## src/hw/rtl/iads_pkg.sv

```systemverilog
// Shared types and constants for the I2C ADC/DAC poll sequencer.
package iads_pkg;

  // Configuration port geometry.
  localparam int CFG_ADDR_W = 5;
  localparam int CFG_DATA_W = 32;

  // Fixed I2C bus constants.
  localparam logic [7:0] READ_LEN         = 8'd2;
  localparam logic [7:0] REG_CONFIG       = 8'h01;
  localparam logic [7:0] REG_CONVERSION   = 8'h00;
  localparam logic [7:0] DAC_READBACK_CMD = 8'h10;
  localparam logic [4:0] RX_EXPECT        = 5'd2;

  // Queued command kinds (code three runs as an ADC cycle).
  localparam logic [1:0] CMD_ADC    = 2'd0;
  localparam logic [1:0] CMD_DAC_WR = 2'd1;
  localparam logic [1:0] CMD_DAC_RD = 2'd2;

  // Result kinds.
  localparam logic [2:0] RES_TX     = 3'd0;
  localparam logic [2:0] RES_BEGIN  = 3'd1;
  localparam logic [2:0] RES_REINIT = 3'd2;
  localparam logic [2:0] RES_MSG    = 3'd3;
  localparam logic [2:0] RES_ACK    = 3'd4;

  // Host message codes.
  localparam logic MSG_READBACK  = 1'b0;
  localparam logic MSG_POWER_OFF = 1'b1;

  // Group of TX words sent at the end of an interrupt.
  typedef enum logic [2:0] {
    GRP_POLL,
    GRP_CONV,
    GRP_DAC_WR,
    GRP_DAC_RD,
    GRP_ADC_WR
  } grp_t;

  // One queued command as stored in the ring memory.
  typedef struct packed {
    logic [1:0]  kind;
    logic [3:0]  cmd;
    logic [3:0]  chan;
    logic [15:0] value;
  } ring_entry_t;

  // Configuration register values.
  typedef struct packed {
    logic [11:0] threshold;
    logic [3:0]  module_number;
    logic [6:0]  adc_low_addr;
    logic [6:0]  adc_high_addr;
    logic [6:0]  dac_addr;
    logic [7:0]  setup_high;
    logic [7:0]  setup_low;
  } cfg_t;

  // Everything the emitter needs to play out one interrupt item.
  typedef struct packed {
    logic        reinit;
    logic        msg_valid;
    logic        msg_code;
    logic [11:0] msg_value;
    grp_t        grp;
    logic [2:0]  channel;
    logic [3:0]  cmd;
    logic [3:0]  chan;
    logic [15:0] value;
  } plan_t;

endpackage

```

## src/hw/rtl/iads_if.sv

```systemverilog
// Valid/ready channel interfaces for input items and result items.
interface iads_in_if;
  logic        valid;
  logic        ready;
  logic        opcode;
  logic [1:0]  command_kind;
  logic [3:0]  dac_command;
  logic [3:0]  dac_channel;
  logic [15:0] dac_value;
  logic        tx_fifo_empty;
  logic [4:0]  rx_count;
  logic [7:0]  rx_first;
  logic [7:0]  rx_second;

  modport source (
    output valid, opcode, command_kind, dac_command, dac_channel, dac_value,
    output tx_fifo_empty, rx_count, rx_first, rx_second,
    input  ready
  );
  modport sink (
    input  valid, opcode, command_kind, dac_command, dac_channel, dac_value,
    input  tx_fifo_empty, rx_count, rx_first, rx_second,
    output ready
  );
endinterface

interface iads_out_if;
  logic        valid;
  logic        ready;
  logic [2:0]  kind;
  logic        start_flag;
  logic        stop_flag;
  logic [7:0]  data_byte;
  logic        message_code;
  logic [3:0]  message_module;
  logic [11:0] message_value;
  logic        last;

  modport source (
    output valid, kind, start_flag, stop_flag, data_byte, message_code,
    output message_module, message_value, last,
    input  ready
  );
  modport sink (
    input  valid, kind, start_flag, stop_flag, data_byte, message_code,
    input  message_module, message_value, last,
    output ready
  );
endinterface

```

## src/hw/rtl/iic_adc_dac_poll_sequencer.sv

```systemverilog
// Top level of the I2C ADC/DAC poll sequencer.
//
// item_in takes two kinds of item. An enqueue item stores a DAC or ADC
// command in the command ring and produces no result.
// An interrupt item advances the poll state machine and produces four to
// seven result items on result_out, the last one an interrupt acknowledge
// with last set. Results leave one per cycle from an output register
// while result_out is ready; an accepted interrupt passes through the
// plan slot and the emitter's plan register before its first result.
// The plan of one interrupt waits in a slot while the previous one is
// still being emitted, so item_in stays ready while result_out stalls
// until both the slot and the emitter are busy.
// The ring is a single-port-write RAM with a registered read of the head
// entry, prefetched every cycle and bypassed on a write to that entry.
// Reset clears the pointers, the state machine and all valid flags; ring
// contents are left as they are. Configuration is written through the
// APB port; the user must write it only while the block is idle, as the block does not enforce this.
module iic_adc_dac_poll_sequencer import iads_pkg::*; #(
  parameter int RING_DEPTH    = 32,
  parameter int CHANNEL_COUNT = 8
) (
  input  logic                  clk,
  input  logic                  rst,
  iads_in_if.sink               item_in,
  iads_out_if.source            result_out,
  input  logic                  psel,
  input  logic                  penable,
  input  logic                  pwrite,
  input  logic [CFG_ADDR_W-1:0] paddr,
  input  logic [CFG_DATA_W-1:0] pwdata,
  output logic [CFG_DATA_W-1:0] prdata,
  output logic                  pready
);

  cfg_t        cfg;
  logic        ring_empty;
  ring_entry_t ring_head;
  logic        push_req;
  ring_entry_t push_entry;
  logic        pop;
  logic        take;
  logic        slot_full;
  plan_t       slot_plan;

  iads_cfg u_cfg (
    .clk     (clk),
    .rst     (rst),
    .psel    (psel),
    .penable (penable),
    .pwrite  (pwrite),
    .paddr   (paddr),
    .pwdata  (pwdata),
    .prdata  (prdata),
    .pready  (pready),
    .cfg     (cfg)
  );

  iads_ring #(
    .RING_DEPTH (RING_DEPTH)
  ) u_ring (
    .clk        (clk),
    .rst        (rst),
    .push_req   (push_req),
    .push_entry (push_entry),
    .pop        (pop),
    .empty      (ring_empty),
    .head_entry (ring_head)
  );

  iads_seq #(
    .CHANNEL_COUNT (CHANNEL_COUNT)
  ) u_seq (
    .clk        (clk),
    .rst        (rst),
    .item_in    (item_in),
    .threshold  (cfg.threshold),
    .ring_empty (ring_empty),
    .ring_head  (ring_head),
    .push_req   (push_req),
    .push_entry (push_entry),
    .pop        (pop),
    .take       (take),
    .slot_full  (slot_full),
    .slot_plan  (slot_plan)
  );

  iads_emit u_emit (
    .clk        (clk),
    .rst        (rst),
    .cfg        (cfg),
    .slot_full  (slot_full),
    .slot_plan  (slot_plan),
    .take       (take),
    .result_out (result_out)
  );

endmodule

```

## src/hw/rtl/iads_cfg.sv

```systemverilog
// APB-style configuration register file.
module iads_cfg import iads_pkg::*; (
  input  logic                  clk,
  input  logic                  rst,
  input  logic                  psel,
  input  logic                  penable,
  input  logic                  pwrite,
  input  logic [CFG_ADDR_W-1:0] paddr,
  input  logic [CFG_DATA_W-1:0] pwdata,
  output logic [CFG_DATA_W-1:0] prdata,
  output logic                  pready,
  output cfg_t                  cfg
);

  localparam logic [2:0] IDX_THRESHOLD  = 3'd0;
  localparam logic [2:0] IDX_MODULE     = 3'd1;
  localparam logic [2:0] IDX_ADC_LOW    = 3'd2;
  localparam logic [2:0] IDX_ADC_HIGH   = 3'd3;
  localparam logic [2:0] IDX_DAC        = 3'd4;
  localparam logic [2:0] IDX_SETUP_HIGH = 3'd5;
  localparam logic [2:0] IDX_SETUP_LOW  = 3'd6;

  logic [2:0] idx;
  logic       wr_en;

  // Registers sit on word boundaries; the byte offset bits are ignored.
  assign idx    = paddr[4:2];
  assign pready = 1'b1;
  assign wr_en  = psel & penable & pwrite;

  // Register writes.
  always_ff @(posedge clk) begin
    if (rst) begin
      cfg.threshold     <= 12'd0;
      cfg.module_number <= 4'd0;
      cfg.adc_low_addr  <= 7'd72;
      cfg.adc_high_addr <= 7'd73;
      cfg.dac_addr      <= 7'd12;
      cfg.setup_high    <= 8'd0;
      cfg.setup_low     <= 8'd0;
    end else if (wr_en) begin
      case (idx)
        IDX_THRESHOLD:  cfg.threshold     <= pwdata[11:0];
        IDX_MODULE:     cfg.module_number <= pwdata[3:0];
        IDX_ADC_LOW:    cfg.adc_low_addr  <= pwdata[6:0];
        IDX_ADC_HIGH:   cfg.adc_high_addr <= pwdata[6:0];
        IDX_DAC:        cfg.dac_addr      <= pwdata[6:0];
        IDX_SETUP_HIGH: cfg.setup_high    <= pwdata[7:0];
        IDX_SETUP_LOW:  cfg.setup_low     <= pwdata[7:0];
        default: ;
      endcase
    end
  end

  // Register reads.
  always_comb begin
    prdata = '0;
    case (idx)
      IDX_THRESHOLD:  prdata = {20'd0, cfg.threshold};
      IDX_MODULE:     prdata = {28'd0, cfg.module_number};
      IDX_ADC_LOW:    prdata = {25'd0, cfg.adc_low_addr};
      IDX_ADC_HIGH:   prdata = {25'd0, cfg.adc_high_addr};
      IDX_DAC:        prdata = {25'd0, cfg.dac_addr};
      IDX_SETUP_HIGH: prdata = {24'd0, cfg.setup_high};
      IDX_SETUP_LOW:  prdata = {24'd0, cfg.setup_low};
      default:        prdata = '0;
    endcase
  end

endmodule

```

## src/hw/rtl/iads_ring.sv

```systemverilog
// Command ring: one synchronous memory with head/tail pointers and a prefetched head entry.
module iads_ring import iads_pkg::*; #(
  parameter int RING_DEPTH = 32
) (
  input  logic        clk,
  input  logic        rst,
  input  logic        push_req,
  input  ring_entry_t push_entry,
  input  logic        pop,
  output logic        empty,
  output ring_entry_t head_entry
);

  localparam int AW = (RING_DEPTH > 1) ? $clog2(RING_DEPTH) : 1;
  localparam logic [AW-1:0] LAST_IDX = AW'(RING_DEPTH - 1);

  ring_entry_t   mem [RING_DEPTH];
  ring_entry_t   rd_q;
  logic [AW-1:0] head;
  logic [AW-1:0] tail;
  logic [AW-1:0] head_inc;
  logic [AW-1:0] tail_inc;
  logic [AW-1:0] head_next;
  logic          full;
  logic          push;

  // Pointer arithmetic with wrap at the ring depth.
  assign head_inc  = (head == LAST_IDX) ? '0 : head + 1'b1;
  assign tail_inc  = (tail == LAST_IDX) ? '0 : tail + 1'b1;
  assign full      = (tail_inc == head);
  assign empty     = (head == tail);
  assign push      = push_req & ~full;
  assign head_next = pop ? head_inc : head;
  assign head_entry = rd_q;

  // Pointers.
  always_ff @(posedge clk) begin
    if (rst) begin
      head <= '0;
      tail <= '0;
    end else begin
      head <= head_next;
      if (push) begin
        tail <= tail_inc;
      end
    end
  end

  // Memory write port.
  always_ff @(posedge clk) begin
    if (push) begin
      mem[tail] <= push_entry;
    end
  end

  // Read port keeps the entry at the next head ready; a push into that
  // same slot is forwarded so an item right after an enqueue sees it.
  always_ff @(posedge clk) begin
    if (push && (tail == head_next)) begin
      rd_q <= push_entry;
    end else begin
      rd_q <= mem[head_next];
    end
  end

endmodule

```

## src/hw/rtl/iads_seq.sv

```systemverilog
// Poll sequencer state machine: decides the results of each interrupt item.
module iads_seq import iads_pkg::*; #(
  parameter int CHANNEL_COUNT = 8
) (
  input  logic        clk,
  input  logic        rst,
  iads_in_if.sink     item_in,
  input  logic [11:0] threshold,
  input  logic        ring_empty,
  input  ring_entry_t ring_head,
  output logic        push_req,
  output ring_entry_t push_entry,
  output logic        pop,
  input  logic        take,
  output logic        slot_full,
  output plan_t       slot_plan
);

  typedef enum logic [2:0] {
    PH_WRITE,
    PH_WAIT_TOP,
    PH_WAIT_BOT,
    PH_RD_TOP,
    PH_RD_BOT
  } phase_t;

  localparam logic [2:0] CH_LAST = 3'(CHANNEL_COUNT - 1);

  phase_t      phase;
  phase_t      phase_next;
  logic [2:0]  channel;
  logic [2:0]  channel_next;
  logic [1:0]  cur_kind;
  logic [1:0]  cur_kind_next;
  plan_t       plan;
  logic        accept;
  logic        is_irq;
  logic        rx_ok;
  logic        read_en;
  logic        write_en;
  logic [11:0] reading;
  ring_entry_t entry;

  assign item_in.ready = ~slot_full | take;
  assign accept   = item_in.valid & item_in.ready;
  assign is_irq   = item_in.opcode;
  assign rx_ok    = (item_in.rx_count == RX_EXPECT);
  assign reading  = {item_in.rx_first, item_in.rx_second[7:4]};

  // Enqueue items go straight to the ring.
  assign push_req   = accept & ~is_irq;
  assign push_entry = '{kind:  item_in.command_kind,
                        cmd:   item_in.dac_command,
                        chan:  item_in.dac_channel,
                        value: item_in.dac_value};
  assign pop = accept & is_irq & write_en & ~ring_empty;

  // Phase step for one interrupt: an optional read, then either a poll,
  // a conversion read or the write of the next command.
  always_comb begin
    plan          = '0;
    plan.grp      = GRP_ADC_WR;
    phase_next    = phase;
    channel_next  = channel;
    cur_kind_next = cur_kind;
    read_en       = 1'b0;
    write_en      = 1'b0;
    entry         = '0;

    if (!item_in.tx_fifo_empty) begin
      plan.reinit = 1'b1;
      write_en    = 1'b1;
    end else begin
      case (phase)
        PH_WAIT_TOP: begin
          plan.grp   = GRP_POLL;
          phase_next = PH_WAIT_BOT;
        end
        PH_WAIT_BOT: begin
          if (!rx_ok) begin
            plan.reinit = 1'b1;
            write_en    = 1'b1;
          end else if (item_in.rx_first[7]) begin
            plan.grp   = GRP_CONV;
            phase_next = PH_RD_BOT;
          end else begin
            plan.grp   = GRP_POLL;
            phase_next = PH_WAIT_BOT;
          end
        end
        PH_RD_TOP: begin
          plan.grp   = GRP_CONV;
          phase_next = PH_RD_BOT;
        end
        PH_RD_BOT: begin
          if (!rx_ok) begin
            plan.reinit = 1'b1;
          end else begin
            read_en = 1'b1;
          end
          write_en = 1'b1;
        end
        default: begin
          write_en = 1'b1;
        end
      endcase
    end

    // Finished read: DAC readback message, or ADC reading check.
    if (read_en) begin
      if (cur_kind == CMD_DAC_RD) begin
        plan.msg_valid = 1'b1;
        plan.msg_code  = MSG_READBACK;
        plan.msg_value = reading;
      end else begin
        if (reading < threshold) begin
          plan.msg_valid = 1'b1;
          plan.msg_code  = MSG_POWER_OFF;
        end
        channel_next = (channel == CH_LAST) ? 3'd0 : channel + 3'd1;
      end
    end

    // Write phase: take the next queued command, else an ADC cycle.
    if (write_en) begin
      if (!ring_empty) begin
        entry = ring_head;
      end
      cur_kind_next = entry.kind;
      case (entry.kind)
        CMD_DAC_WR: begin
          plan.grp   = GRP_DAC_WR;
          phase_next = PH_WRITE;
        end
        CMD_DAC_RD: begin
          plan.grp   = GRP_DAC_RD;
          phase_next = PH_RD_BOT;
        end
        default: begin
          plan.grp   = GRP_ADC_WR;
          phase_next = PH_WAIT_TOP;
        end
      endcase
    end

    plan.channel = channel_next;
    plan.cmd     = entry.cmd;
    plan.chan    = entry.chan;
    plan.value   = entry.value;
  end

  // State and the plan slot handed to the emitter.
  always_ff @(posedge clk) begin
    if (rst) begin
      phase     <= PH_WRITE;
      channel   <= 3'd0;
      cur_kind  <= CMD_ADC;
      slot_full <= 1'b0;
    end else begin
      if (take) begin
        slot_full <= 1'b0;
      end
      if (accept && is_irq) begin
        slot_full <= 1'b1;
        slot_plan <= plan;
        phase     <= phase_next;
        channel   <= channel_next;
        cur_kind  <= cur_kind_next;
      end
    end
  end

endmodule

```

## src/hw/rtl/iads_emit.sv

```systemverilog
// Result emitter: plays out one plan as result items through an output register.
module iads_emit import iads_pkg::*; (
  input  logic      clk,
  input  logic      rst,
  input  cfg_t      cfg,
  input  logic      slot_full,
  input  plan_t     slot_plan,
  output logic      take,
  iads_out_if.source result_out
);

  typedef struct packed {
    logic [2:0]  kind;
    logic        start_flag;
    logic        stop_flag;
    logic [7:0]  data_byte;
    logic        message_code;
    logic [3:0]  message_module;
    logic [11:0] message_value;
    logic        last;
  } result_t;

  plan_t      plan_q;
  logic       busy;
  logic [2:0] pos;
  logic       out_valid;
  result_t    result_q;
  result_t    res;
  logic       pre;
  logic [2:0] step;
  logic [2:0] ntx;
  logic [1:0] txi;
  logic [6:0] adc_addr;
  logic       advance;

  assign take     = slot_full & ~busy;
  assign advance  = busy & (~out_valid | result_out.ready);
  assign pre      = plan_q.reinit | plan_q.msg_valid;
  assign step     = pos - {2'b00, pre};
  assign ntx      = (plan_q.grp == GRP_POLL) ? 3'd2 : 3'd4;
  assign txi      = 2'(step - 3'd1);
  assign adc_addr = plan_q.channel[2] ? cfg.adc_high_addr : cfg.adc_low_addr;

  // Result at the current position: [reinit or message], begin, TX words, ack.
  always_comb begin
    res = '0;
    if (pre && (pos == 3'd0)) begin
      if (plan_q.reinit) begin
        res.kind = RES_REINIT;
      end else begin
        res.kind           = RES_MSG;
        res.message_code   = plan_q.msg_code;
        res.message_module = cfg.module_number;
        res.message_value  = plan_q.msg_value;
      end
    end else if (step == 3'd0) begin
      res.kind = RES_BEGIN;
    end else if (step > ntx) begin
      res.kind = RES_ACK;
      res.last = 1'b1;
    end else begin
      res.kind = RES_TX;
      case (plan_q.grp)
        GRP_POLL: begin
          case (txi)
            2'd0: begin
              res.start_flag = 1'b1;
              res.data_byte  = {adc_addr, 1'b1};
            end
            default: begin
              res.stop_flag = 1'b1;
              res.data_byte = READ_LEN;
            end
          endcase
        end
        GRP_CONV: begin
          case (txi)
            2'd0: begin
              res.start_flag = 1'b1;
              res.data_byte  = {adc_addr, 1'b0};
            end
            2'd1: res.data_byte = REG_CONVERSION;
            2'd2: begin
              res.start_flag = 1'b1;
              res.data_byte  = {adc_addr, 1'b1};
            end
            default: begin
              res.stop_flag = 1'b1;
              res.data_byte = READ_LEN;
            end
          endcase
        end
        GRP_DAC_WR: begin
          case (txi)
            2'd0: begin
              res.start_flag = 1'b1;
              res.data_byte  = {cfg.dac_addr, 1'b0};
            end
            2'd1: res.data_byte = {plan_q.cmd, plan_q.chan};
            2'd2: res.data_byte = plan_q.value[15:8];
            default: begin
              res.stop_flag = 1'b1;
              res.data_byte = plan_q.value[7:0];
            end
          endcase
        end
        GRP_DAC_RD: begin
          case (txi)
            2'd0: begin
              res.start_flag = 1'b1;
              res.data_byte  = {cfg.dac_addr, 1'b0};
            end
            2'd1: res.data_byte = DAC_READBACK_CMD | {4'd0, plan_q.chan};
            2'd2: begin
              res.start_flag = 1'b1;
              res.data_byte  = {cfg.dac_addr, 1'b1};
            end
            default: begin
              res.stop_flag = 1'b1;
              res.data_byte = READ_LEN;
            end
          endcase
        end
        default: begin
          case (txi)
            2'd0: begin
              res.start_flag = 1'b1;
              res.data_byte  = {adc_addr, 1'b0};
            end
            2'd1: res.data_byte = REG_CONFIG;
            2'd2: res.data_byte = cfg.setup_high | {2'b00, plan_q.channel[1:0], 4'd0};
            default: begin
              res.stop_flag = 1'b1;
              res.data_byte = cfg.setup_low;
            end
          endcase
        end
      endcase
    end
  end

  // Plan register, position counter and output register.
  always_ff @(posedge clk) begin
    if (rst) begin
      busy      <= 1'b0;
      pos       <= 3'd0;
      out_valid <= 1'b0;
    end else begin
      if (take) begin
        busy   <= 1'b1;
        plan_q <= slot_plan;
        pos    <= 3'd0;
      end
      if (advance) begin
        result_q  <= res;
        out_valid <= 1'b1;
        pos       <= pos + 3'd1;
        if (res.last) begin
          busy <= 1'b0;
        end
      end else if (result_out.ready) begin
        out_valid <= 1'b0;
      end
    end
  end

  assign result_out.valid          = out_valid;
  assign result_out.kind           = result_q.kind;
  assign result_out.start_flag     = result_q.start_flag;
  assign result_out.stop_flag      = result_q.stop_flag;
  assign result_out.data_byte      = result_q.data_byte;
  assign result_out.message_code   = result_q.message_code;
  assign result_out.message_module = result_q.message_module;
  assign result_out.message_value  = result_q.message_value;
  assign result_out.last           = result_q.last;

endmodule

```

## src/flat_wrapper.sv

```systemverilog
// flat-port wrapper written by rule: the top's interface ports become plain ports
module iic_adc_dac_poll_sequencer_flat import iads_pkg::*;
#(
  parameter int RING_DEPTH    = 32,
  parameter int CHANNEL_COUNT = 8
)
  (clk, rst, psel, penable, pwrite, paddr, pwdata, prdata, pready, item_in_valid, item_in_opcode, item_in_command_kind, item_in_dac_command, item_in_dac_channel, item_in_dac_value, item_in_tx_fifo_empty, item_in_rx_count, item_in_rx_first, item_in_rx_second, item_in_ready, result_out_valid, result_out_kind, result_out_start_flag, result_out_stop_flag, result_out_data_byte, result_out_message_code, result_out_message_module, result_out_message_value, result_out_last, result_out_ready);
  iads_in_if item_in_i ();
  iads_out_if result_out_i ();
  input  logic clk;
  input  logic rst;
  input  logic psel;
  input  logic penable;
  input  logic pwrite;
  input  logic [CFG_ADDR_W-1:0] paddr;
  input  logic [CFG_DATA_W-1:0] pwdata;
  output logic [CFG_DATA_W-1:0] prdata;
  output logic pready;
  input wire logic [$bits(item_in_i.valid)-1:0] item_in_valid;
  input wire logic [$bits(item_in_i.opcode)-1:0] item_in_opcode;
  input wire logic [$bits(item_in_i.command_kind)-1:0] item_in_command_kind;
  input wire logic [$bits(item_in_i.dac_command)-1:0] item_in_dac_command;
  input wire logic [$bits(item_in_i.dac_channel)-1:0] item_in_dac_channel;
  input wire logic [$bits(item_in_i.dac_value)-1:0] item_in_dac_value;
  input wire logic [$bits(item_in_i.tx_fifo_empty)-1:0] item_in_tx_fifo_empty;
  input wire logic [$bits(item_in_i.rx_count)-1:0] item_in_rx_count;
  input wire logic [$bits(item_in_i.rx_first)-1:0] item_in_rx_first;
  input wire logic [$bits(item_in_i.rx_second)-1:0] item_in_rx_second;
  output wire logic [$bits(item_in_i.ready)-1:0] item_in_ready;
  output wire logic [$bits(result_out_i.valid)-1:0] result_out_valid;
  output wire logic [$bits(result_out_i.kind)-1:0] result_out_kind;
  output wire logic [$bits(result_out_i.start_flag)-1:0] result_out_start_flag;
  output wire logic [$bits(result_out_i.stop_flag)-1:0] result_out_stop_flag;
  output wire logic [$bits(result_out_i.data_byte)-1:0] result_out_data_byte;
  output wire logic [$bits(result_out_i.message_code)-1:0] result_out_message_code;
  output wire logic [$bits(result_out_i.message_module)-1:0] result_out_message_module;
  output wire logic [$bits(result_out_i.message_value)-1:0] result_out_message_value;
  output wire logic [$bits(result_out_i.last)-1:0] result_out_last;
  input wire logic [$bits(result_out_i.ready)-1:0] result_out_ready;
  assign item_in_i.valid = item_in_valid;
  assign item_in_i.opcode = item_in_opcode;
  assign item_in_i.command_kind = item_in_command_kind;
  assign item_in_i.dac_command = item_in_dac_command;
  assign item_in_i.dac_channel = item_in_dac_channel;
  assign item_in_i.dac_value = item_in_dac_value;
  assign item_in_i.tx_fifo_empty = item_in_tx_fifo_empty;
  assign item_in_i.rx_count = item_in_rx_count;
  assign item_in_i.rx_first = item_in_rx_first;
  assign item_in_i.rx_second = item_in_rx_second;
  assign item_in_ready = item_in_i.ready;
  assign result_out_valid = result_out_i.valid;
  assign result_out_kind = result_out_i.kind;
  assign result_out_start_flag = result_out_i.start_flag;
  assign result_out_stop_flag = result_out_i.stop_flag;
  assign result_out_data_byte = result_out_i.data_byte;
  assign result_out_message_code = result_out_i.message_code;
  assign result_out_message_module = result_out_i.message_module;
  assign result_out_message_value = result_out_i.message_value;
  assign result_out_last = result_out_i.last;
  assign result_out_i.ready = result_out_ready;
  iic_adc_dac_poll_sequencer #(.RING_DEPTH(RING_DEPTH), .CHANNEL_COUNT(CHANNEL_COUNT)) u_core (.clk(clk), .rst(rst), .item_in(item_in_i), .result_out(result_out_i), .psel(psel), .penable(penable), .pwrite(pwrite), .paddr(paddr), .pwdata(pwdata), .prdata(prdata), .pready(pready));
endmodule
```

## config.mk

```make
export PLATFORM = sky130hd
export DESIGN_NAME = iic_adc_dac_poll_sequencer_flat
export DESIGN_NICKNAME = d
export VERILOG_FILES = /design/src/hw/rtl/iads_pkg.sv /design/src/hw/rtl/iads_if.sv /design/src/hw/rtl/iic_adc_dac_poll_sequencer.sv /design/src/hw/rtl/iads_cfg.sv /design/src/hw/rtl/iads_ring.sv /design/src/hw/rtl/iads_seq.sv /design/src/hw/rtl/iads_emit.sv /design/src/flat_wrapper.sv
export SDC_FILE = /design/constraint.sdc
export NUM_CORES = 1
export LEC_CHECK = 0
export BUFFER_PORTS_ARGS = -buffer_cell sky130_fd_sc_hd__buf_2
export CORE_UTILIZATION = 35
export DETAILED_ROUTE_END_ITERATION = 8
export HOLD_SLACK_MARGIN = 0.03
export PLACE_DENSITY = 0.56
export SYNTH_ARGS = -nofsm -noshare
export SYNTH_HDL_FRONTEND = slang
export SYNTH_HIERARCHICAL = 1
export SYNTH_SLANG_ARGS = --single-unit
```

## constraint.sdc

```tcl
create_clock -name clk -period 6.9 [get_ports clk]
set_clock_uncertainty 0.15 [all_clocks]
set_input_delay 1.38 -clock clk [delete_from_list [all_inputs] [get_ports clk]]
set_output_delay 1.38 -clock clk [all_outputs]
set_load 0.02 [all_outputs]
```

; Word-level counts from Yosys, hierarchy flattened
; Memories as Yosys holds them, arrays and structs flattened. A register that Yosys moved wholly into a read port is not among the register bits.
; Index checks and enable logic that the tools add are counted.
[op_classes]
n_addsub = 6
n_lt_le_gt_ge = 2
n_eq_ne = 25
mux = 60
bitwise_logic = 23
n_reduce_logical = 32
[ops]
columns = operator, count
row1 = 8-bit one-hot mux with 3 select lines, 4
row2 = 12-bit one-hot mux with 7 select lines, 1
row3 = 26-bit two-way mux, 2
row4 = 3-bit two-way mux, 16
row5 = 10-bit one-hot mux with 4 select lines, 1
row6 = 1-bit two-way mux, 24
row7 = 2-bit AND reduction, 12
row8 = "3-bit by 2-bit == test with 1-bit output, second input constant", 6
row9 = 3-bit one-hot mux with 3 select lines, 2
row10 = "3-bit == test, second input constant", 5
row11 = 5-bit two-way mux, 3
row12 = 3-bit zero test, 4
row13 = 12-bit less-than comparator, 1
row14 = 3-bit one-hot mux with 2 select lines, 2
row15 = "5-bit by 1-bit adder with 5-bit output, second input constant", 2
row16 = 1-bit AND, 10
row17 = 5-bit == test, 2
row18 = "5-bit == test, second input constant", 2
row19 = 2-bit OR reduction, 5
row20 = "3-bit by 1-bit == test with 1-bit output, second input constant", 3
row21 = 1-bit inverter, 9
row22 = 8-bit two-way mux, 1
row23 = 8-bit by 6-bit OR with 8-bit output, 1
row24 = 2-bit nonzero test, 4
row25 = other kinds (17), 26
[totals]
reg_bits = 198
mem_bits_rw = 832
inputBits = 93
out_inout_bits = 66
wordCells = 191
memories = 1
[memory_table]
columns = memory, words, word_bits, read_ports, rd_ports_with_merged_regs, write_ports, line
row1 = u_core.u_ring.mem, 32, 26, 1, 1, 1, iads_ring.sv:17  ; ring_entry_t mem [RING_DEPTH];

; Longest topological paths before layout
[logic_depth]
ltp_word = 8
depth_mapped = 11
mapped_depth_nobuf = 10

; Hierarchy
; Netlist, hierarchy kept.
[modules_own_cells]
columns = mod, n_inst, cells_each, area_per_inst_um2, seq_area_each_um2
row1 = iads_ring, 1, 1314, 32550.0, 25284.2
row2 = iads_emit, 1, 259, 3614.7, 2382.3
row3 = iads_cfg, 1, 309, 2782.7, 1061.0
row4 = iads_seq, 1, 224, 2710.1, 1531.5

; Worst setup path after synthesis
; OpenSTA, ideal clock, no wires.
[synth_timing]
path_kind = input-to-reg
from = in item_in_valid
to = reg u_core/u_seq/slot_plan[0] (netlist name)
setup_ns = 0.448
t_arrival_ns = 3.605
required_ns = 6.302
setup_slack_ns = 2.697
path_stages = 3
path_buffers = 1
path_cell_list = nand3_1 clkbuf_1 nor2_1
[synth_between]
elab_chain_len = 3
[synth_lines]
columns = element, line
row1 = start: declaration, flat_wrapper.sv:19  ; input wire logic [$bits(item_in_i.valid)-1:0] item_in_valid;
row2 = 1-bit AND, iads_seq.sv:45  ; assign accept = item_in.valid & item_in.ready;
row3 = 1-bit logical AND, iads_seq.sv:163  ; if (accept && is_irq) begin
row4 = 2-bit AND reduction (no source line), n/a
; No other way between the ends.
; A chain may end at the register's enable or synchronous reset.

; Worst setup path after layout
[layout_timing]
from = in paddr[4]
to = out prdata[0]
[layout_between]
elab_chain_len = 2
word_cells_on_any_way = 8
cone_classes = 6 x eq/ne / 1 x mux / 1 x reduce/logical
[layout_lines]
columns = element, line
row1 = start: declaration, flat_wrapper.sv:15  ; input logic [CFG_ADDR_W-1:0] paddr;
row2 = "3-bit == test, or another cell as far along", iads_cfg.sv:58  ; case (idx)
row3 = 12-bit one-hot mux with 7 select lines (*), iads_cfg.sv:58
row4 = end: declaration, flat_wrapper.sv:17  ; output logic [CFG_DATA_W-1:0] prdata;
; Every way passes the cells marked *; elsewhere a longest branch is shown, timed or not.

==> results.md <==
- CTS H-tree lvls: 3
- Overall overflow remaining after global route: 0
- Gate power share: 0.071
- Maximum root-to-sink buffer count: 3
- Required time at the endpoint of the critical path: around 5.4 ns
- Setup crit start: paddr[4]
- Total count of max-transition violations in the final report: 0
- Post-detailed-route count of antenna-violating nets: 0
- Clk pin slew, worst setup/hold paths: roughly 0.06 ns
- Warning count from the yosys run: 6
- Detailed placement HPWL: between 50 and 60 mm
- CTS tree: done
- Sequential fraction of the synthesis area: 0.726
- Number of stages on the worst hold path: 0
- Net count of the finished layout: around 2,300
- Share of the core filled with cells: 0.397
- Worst hold path endpoint: u_core/u_emit/plan_q[9]
- Reg power frac: 0.517
- Number of instances in the placed design: 3,633
- Drt first-iter violations: between 1,500 and 2,000
- Final worst-path cycle share: 0.678
- Internal power component: about 0.010 W
- Worst slew margin relative to its limit: 0.190
- RSZ-0062 raised after global routing: false
- Register-to-register path setup slack: between 2 and 2.5 ns
- Average instance area after synthesis: 19.8 sq um
- Aggregate negative setup slack: 0 ns
- Die Outline Area: about 120,000 sq um
- End of the worst register-to-register path: u_core/u_ring/mem[2][18]
- Clock share of power: 0.412
- Post-CTS resize count: 0
- Cell Pwr Density: about 290 nW/um^2
- Die Span X: about 350 um
- CTS sink cnt: around 1,000
- Drt first pass iters: 5
- Post-detailed-route via-to-cell ratio: 5.28
- Data arrival time of the critical path: between 3 and 4 ns
- Final weighted congestion in routability-driven placement: about 0.83
- Filler-free cell count of the finished design: roughly 3,800
- Max Fanout on Critical Path: 26
- Worst setup EP type: primary output
- Post-CTS Repair Setup Buffers: 0
- Commonest register cell after synthesis: edfxtp_1
- Via total after detailed routing: 20,300
- Number of unique standard cell types used by synthesis: just under 80
- Tmin final: approximately 4.7 ns
- Skew-Pair Late Insertion Delay: just under 0.7 ns
- Final routed wirelength across all metal layers: roughly 94 mm
- Starting utilization of the core area: 0.353
- Routed len/inst: ~25 um
- Max capacitance violation total: 0
- Post-synthesis instance area: 41,700 sq um
- NetSw: slightly below 0.003 W
- Antenna violations before repair: 6
- Count of flip-flops with a built-in enable after synthesis: 953
- CTS Buf Count: roughly 110
- DIE HEIGHT: 347 um
- Ys async rst share: 0
- First-pass GRT wire length: 139 mm
- Cell row count: roughly 130
- Maximum number of pins on one net before global-route repair: slightly above 90
- CTS Root Buffer Type: clkbuf_16
- Run status: finished, final reports clean
- Number of global-route vias before repair: about 21,000
- Share of final-layout standard cells stronger than drive strength 1: 0.284
- Crit Path Category: input port to primary output
- Worst Max-Slew Pin Slew: ~1.2 ns
- Number of storage elements in the synthesis netlist: roughly 1,000
- IR Drop Worst-Case VDD: between 200 and 250 uV
- DRC violation count after routing: 0
- Std-Cell Core Area: ~120,000 sq um
- Synthesis-to-finish area growth: 12.6%
- Hold Buf Count CTS: 0
- Synthesized instance count: ~2,100
- Fraction of power spent switching nets: 0.221
- Sum of internal, switching and leakage power: about 0.013 W
- # IOs: 159
- Endpoints failing hold: 0
- Maximum clock frequency: ~210 MHz
- Startpoint type of the worst setup path: input port
- Global router's overall resource usage: 0.156
- Number of endpoints failing setup at the final stage: 0
- Class of the tightest hold or removal check: flop to flop
- Startpoint of the most critical register-to-register path: u_core/u_ring/tail[0]
- Startpoint of the lowest-slack hold path: u_core/u_seq/slot_plan[9]
- Number of I/O port buffers: 111
- Leakage power summed over all cells: 14.8 nW
- R2R depth: 8
## cell usage after synthesis (all sizes together) (13+ instances only)
cell      n  area [sq um]
nand2b   47           294
nor2b    14          87.6
ha       27           338
buf     108           746
and2     59           369
and3     42           263
o21ai    49           249
mux2     41           462
a21oi    43           215
mux2i    53           531
nand3    40           213
dfxtp    82          1640
inv      30           113
mux4    266          6000
clkbuf   50           189
nor2     43           169
nor3     13          65.1
edfxtp  953         28600
nand2    27           104
## worst max-delay path, stage by stage
cell      delay (ns)
buf_2           0.42
nand2b_1        0.46
o221a_2         0.42
a221oi_1        0.23
buf_2           0.23
## through the flow
| stage | instance area [sq um] | setup WS [ns] | hold slack, ns |
|---|---|---|---|
| detailed placement | 43500 | 2.24 | 0.255 |
| global route | 46900 | 2.03 | 0.272 |
| CTS | 46900 | 2.22 | 0.263 |
| floorplan | 41700 | 2.70 | 0.250 |
| global placement | 43500 | 2.25 | 0.254 |
| finish | 46900 | 2.22 | 0.260 |
## placed cells by master, fill, tap and decap left out, drive strengths merged, types with 9 or more instances in the layout
cell type / netlist / final
nor2b: 14 / 14
nand2b: 47 / 47
and2: 59 / 59
clkbuf: 50 / 121
conb: 2 / 21
clkinv: 0 / 58
mux4: 266 / 266
nand3: 40 / 40
inv: 30 / 36
ha: 27 / 27
nand2: 27 / 27
a21oi: 43 / 43
buf: 108 / 130
mux2i: 53 / 53
nor3: 13 / 13
and3: 42 / 42
edfxtp: 953 / 953
nor2: 43 / 43
o21ai: 49 / 49
mux2: 41 / 41
dfxtp: 82 / 82
nor3b: 9 / 9
## final cells by class
type	instances	area, sq um
multi-input combinational	902	10500
antenna	1	2.50
sequential	1035	30300
clock buffer	121	2730
inverter	30	113
clock inverter	78	657
tap	1536	1920
fill	10400	71200
timing repair buffer	130	711
## power groups by stage
stage / Combinational (W) / Sequential [W] / Clock, W
after floorplan: 0.000718 / 0.00706 / 0
after global placement: 0.000949 / 0.00706 / 0
after detailed placement: 0.000967 / 0.00706 / 0
after CTS: 0.000970 / 0.00693 / 0.00567
after global routing: 0.00103 / 0.00693 / 0.00589
final: 0.000953 / 0.00693 / 0.00553
## logic make-up (layout without fill, tap and decap cells)
kind of cell	count (synthesis)	count (layout)	share of synthesized area
AOI/OAI and AO/OA	151	151	0.0230
xor gates and xnor gates	13	13	0.00273
adders and majority gates	27	27	0.00811
buffers and inverters	188	359	0.0251
DFF	1035	1035	0.726
muxes	360	360	0.168
other	2	22	0.000180
and+or+nand+nor	330	330	0.0466
## state kept, by name, indices dropped and copies added, names as in the netlist, 5 cells and up, named ones only
signal,count
u_core/u_ring/mem,832
u_core/u_cfg/cfg,53
u_core/u_emit/plan_q,45
u_core/u_seq/slot_plan,45
u_core/u_emit/result_out.message_value,12
u_core/u_emit/result_out.data_byte,8
u_core/u_ring/head,5
u_core/u_ring/tail,5
## layer usage
metal,share of wire,vias up,track usage
met5,0,-,0
met4,0.023,0,0.0416
met3,0.050,143,0.0265
met2,0.49,547,0.262
met1,0.43,10800,0.209
li1,-,8736,-
## how the worst max path moves through the flow
stage | endpoint | depth (start not counted)
finish | prdata[0] | 5
global route | u_core/u_ring/mem[14][6] | 8
CTS | prdata[0] | 5
detailed placement | prdata[0] | 5
global placement | prdata[0] | 5
floorplan | u_core/u_seq/slot_plan[0] | 3
No activity file was read; power rests on OpenSTA's default activity.
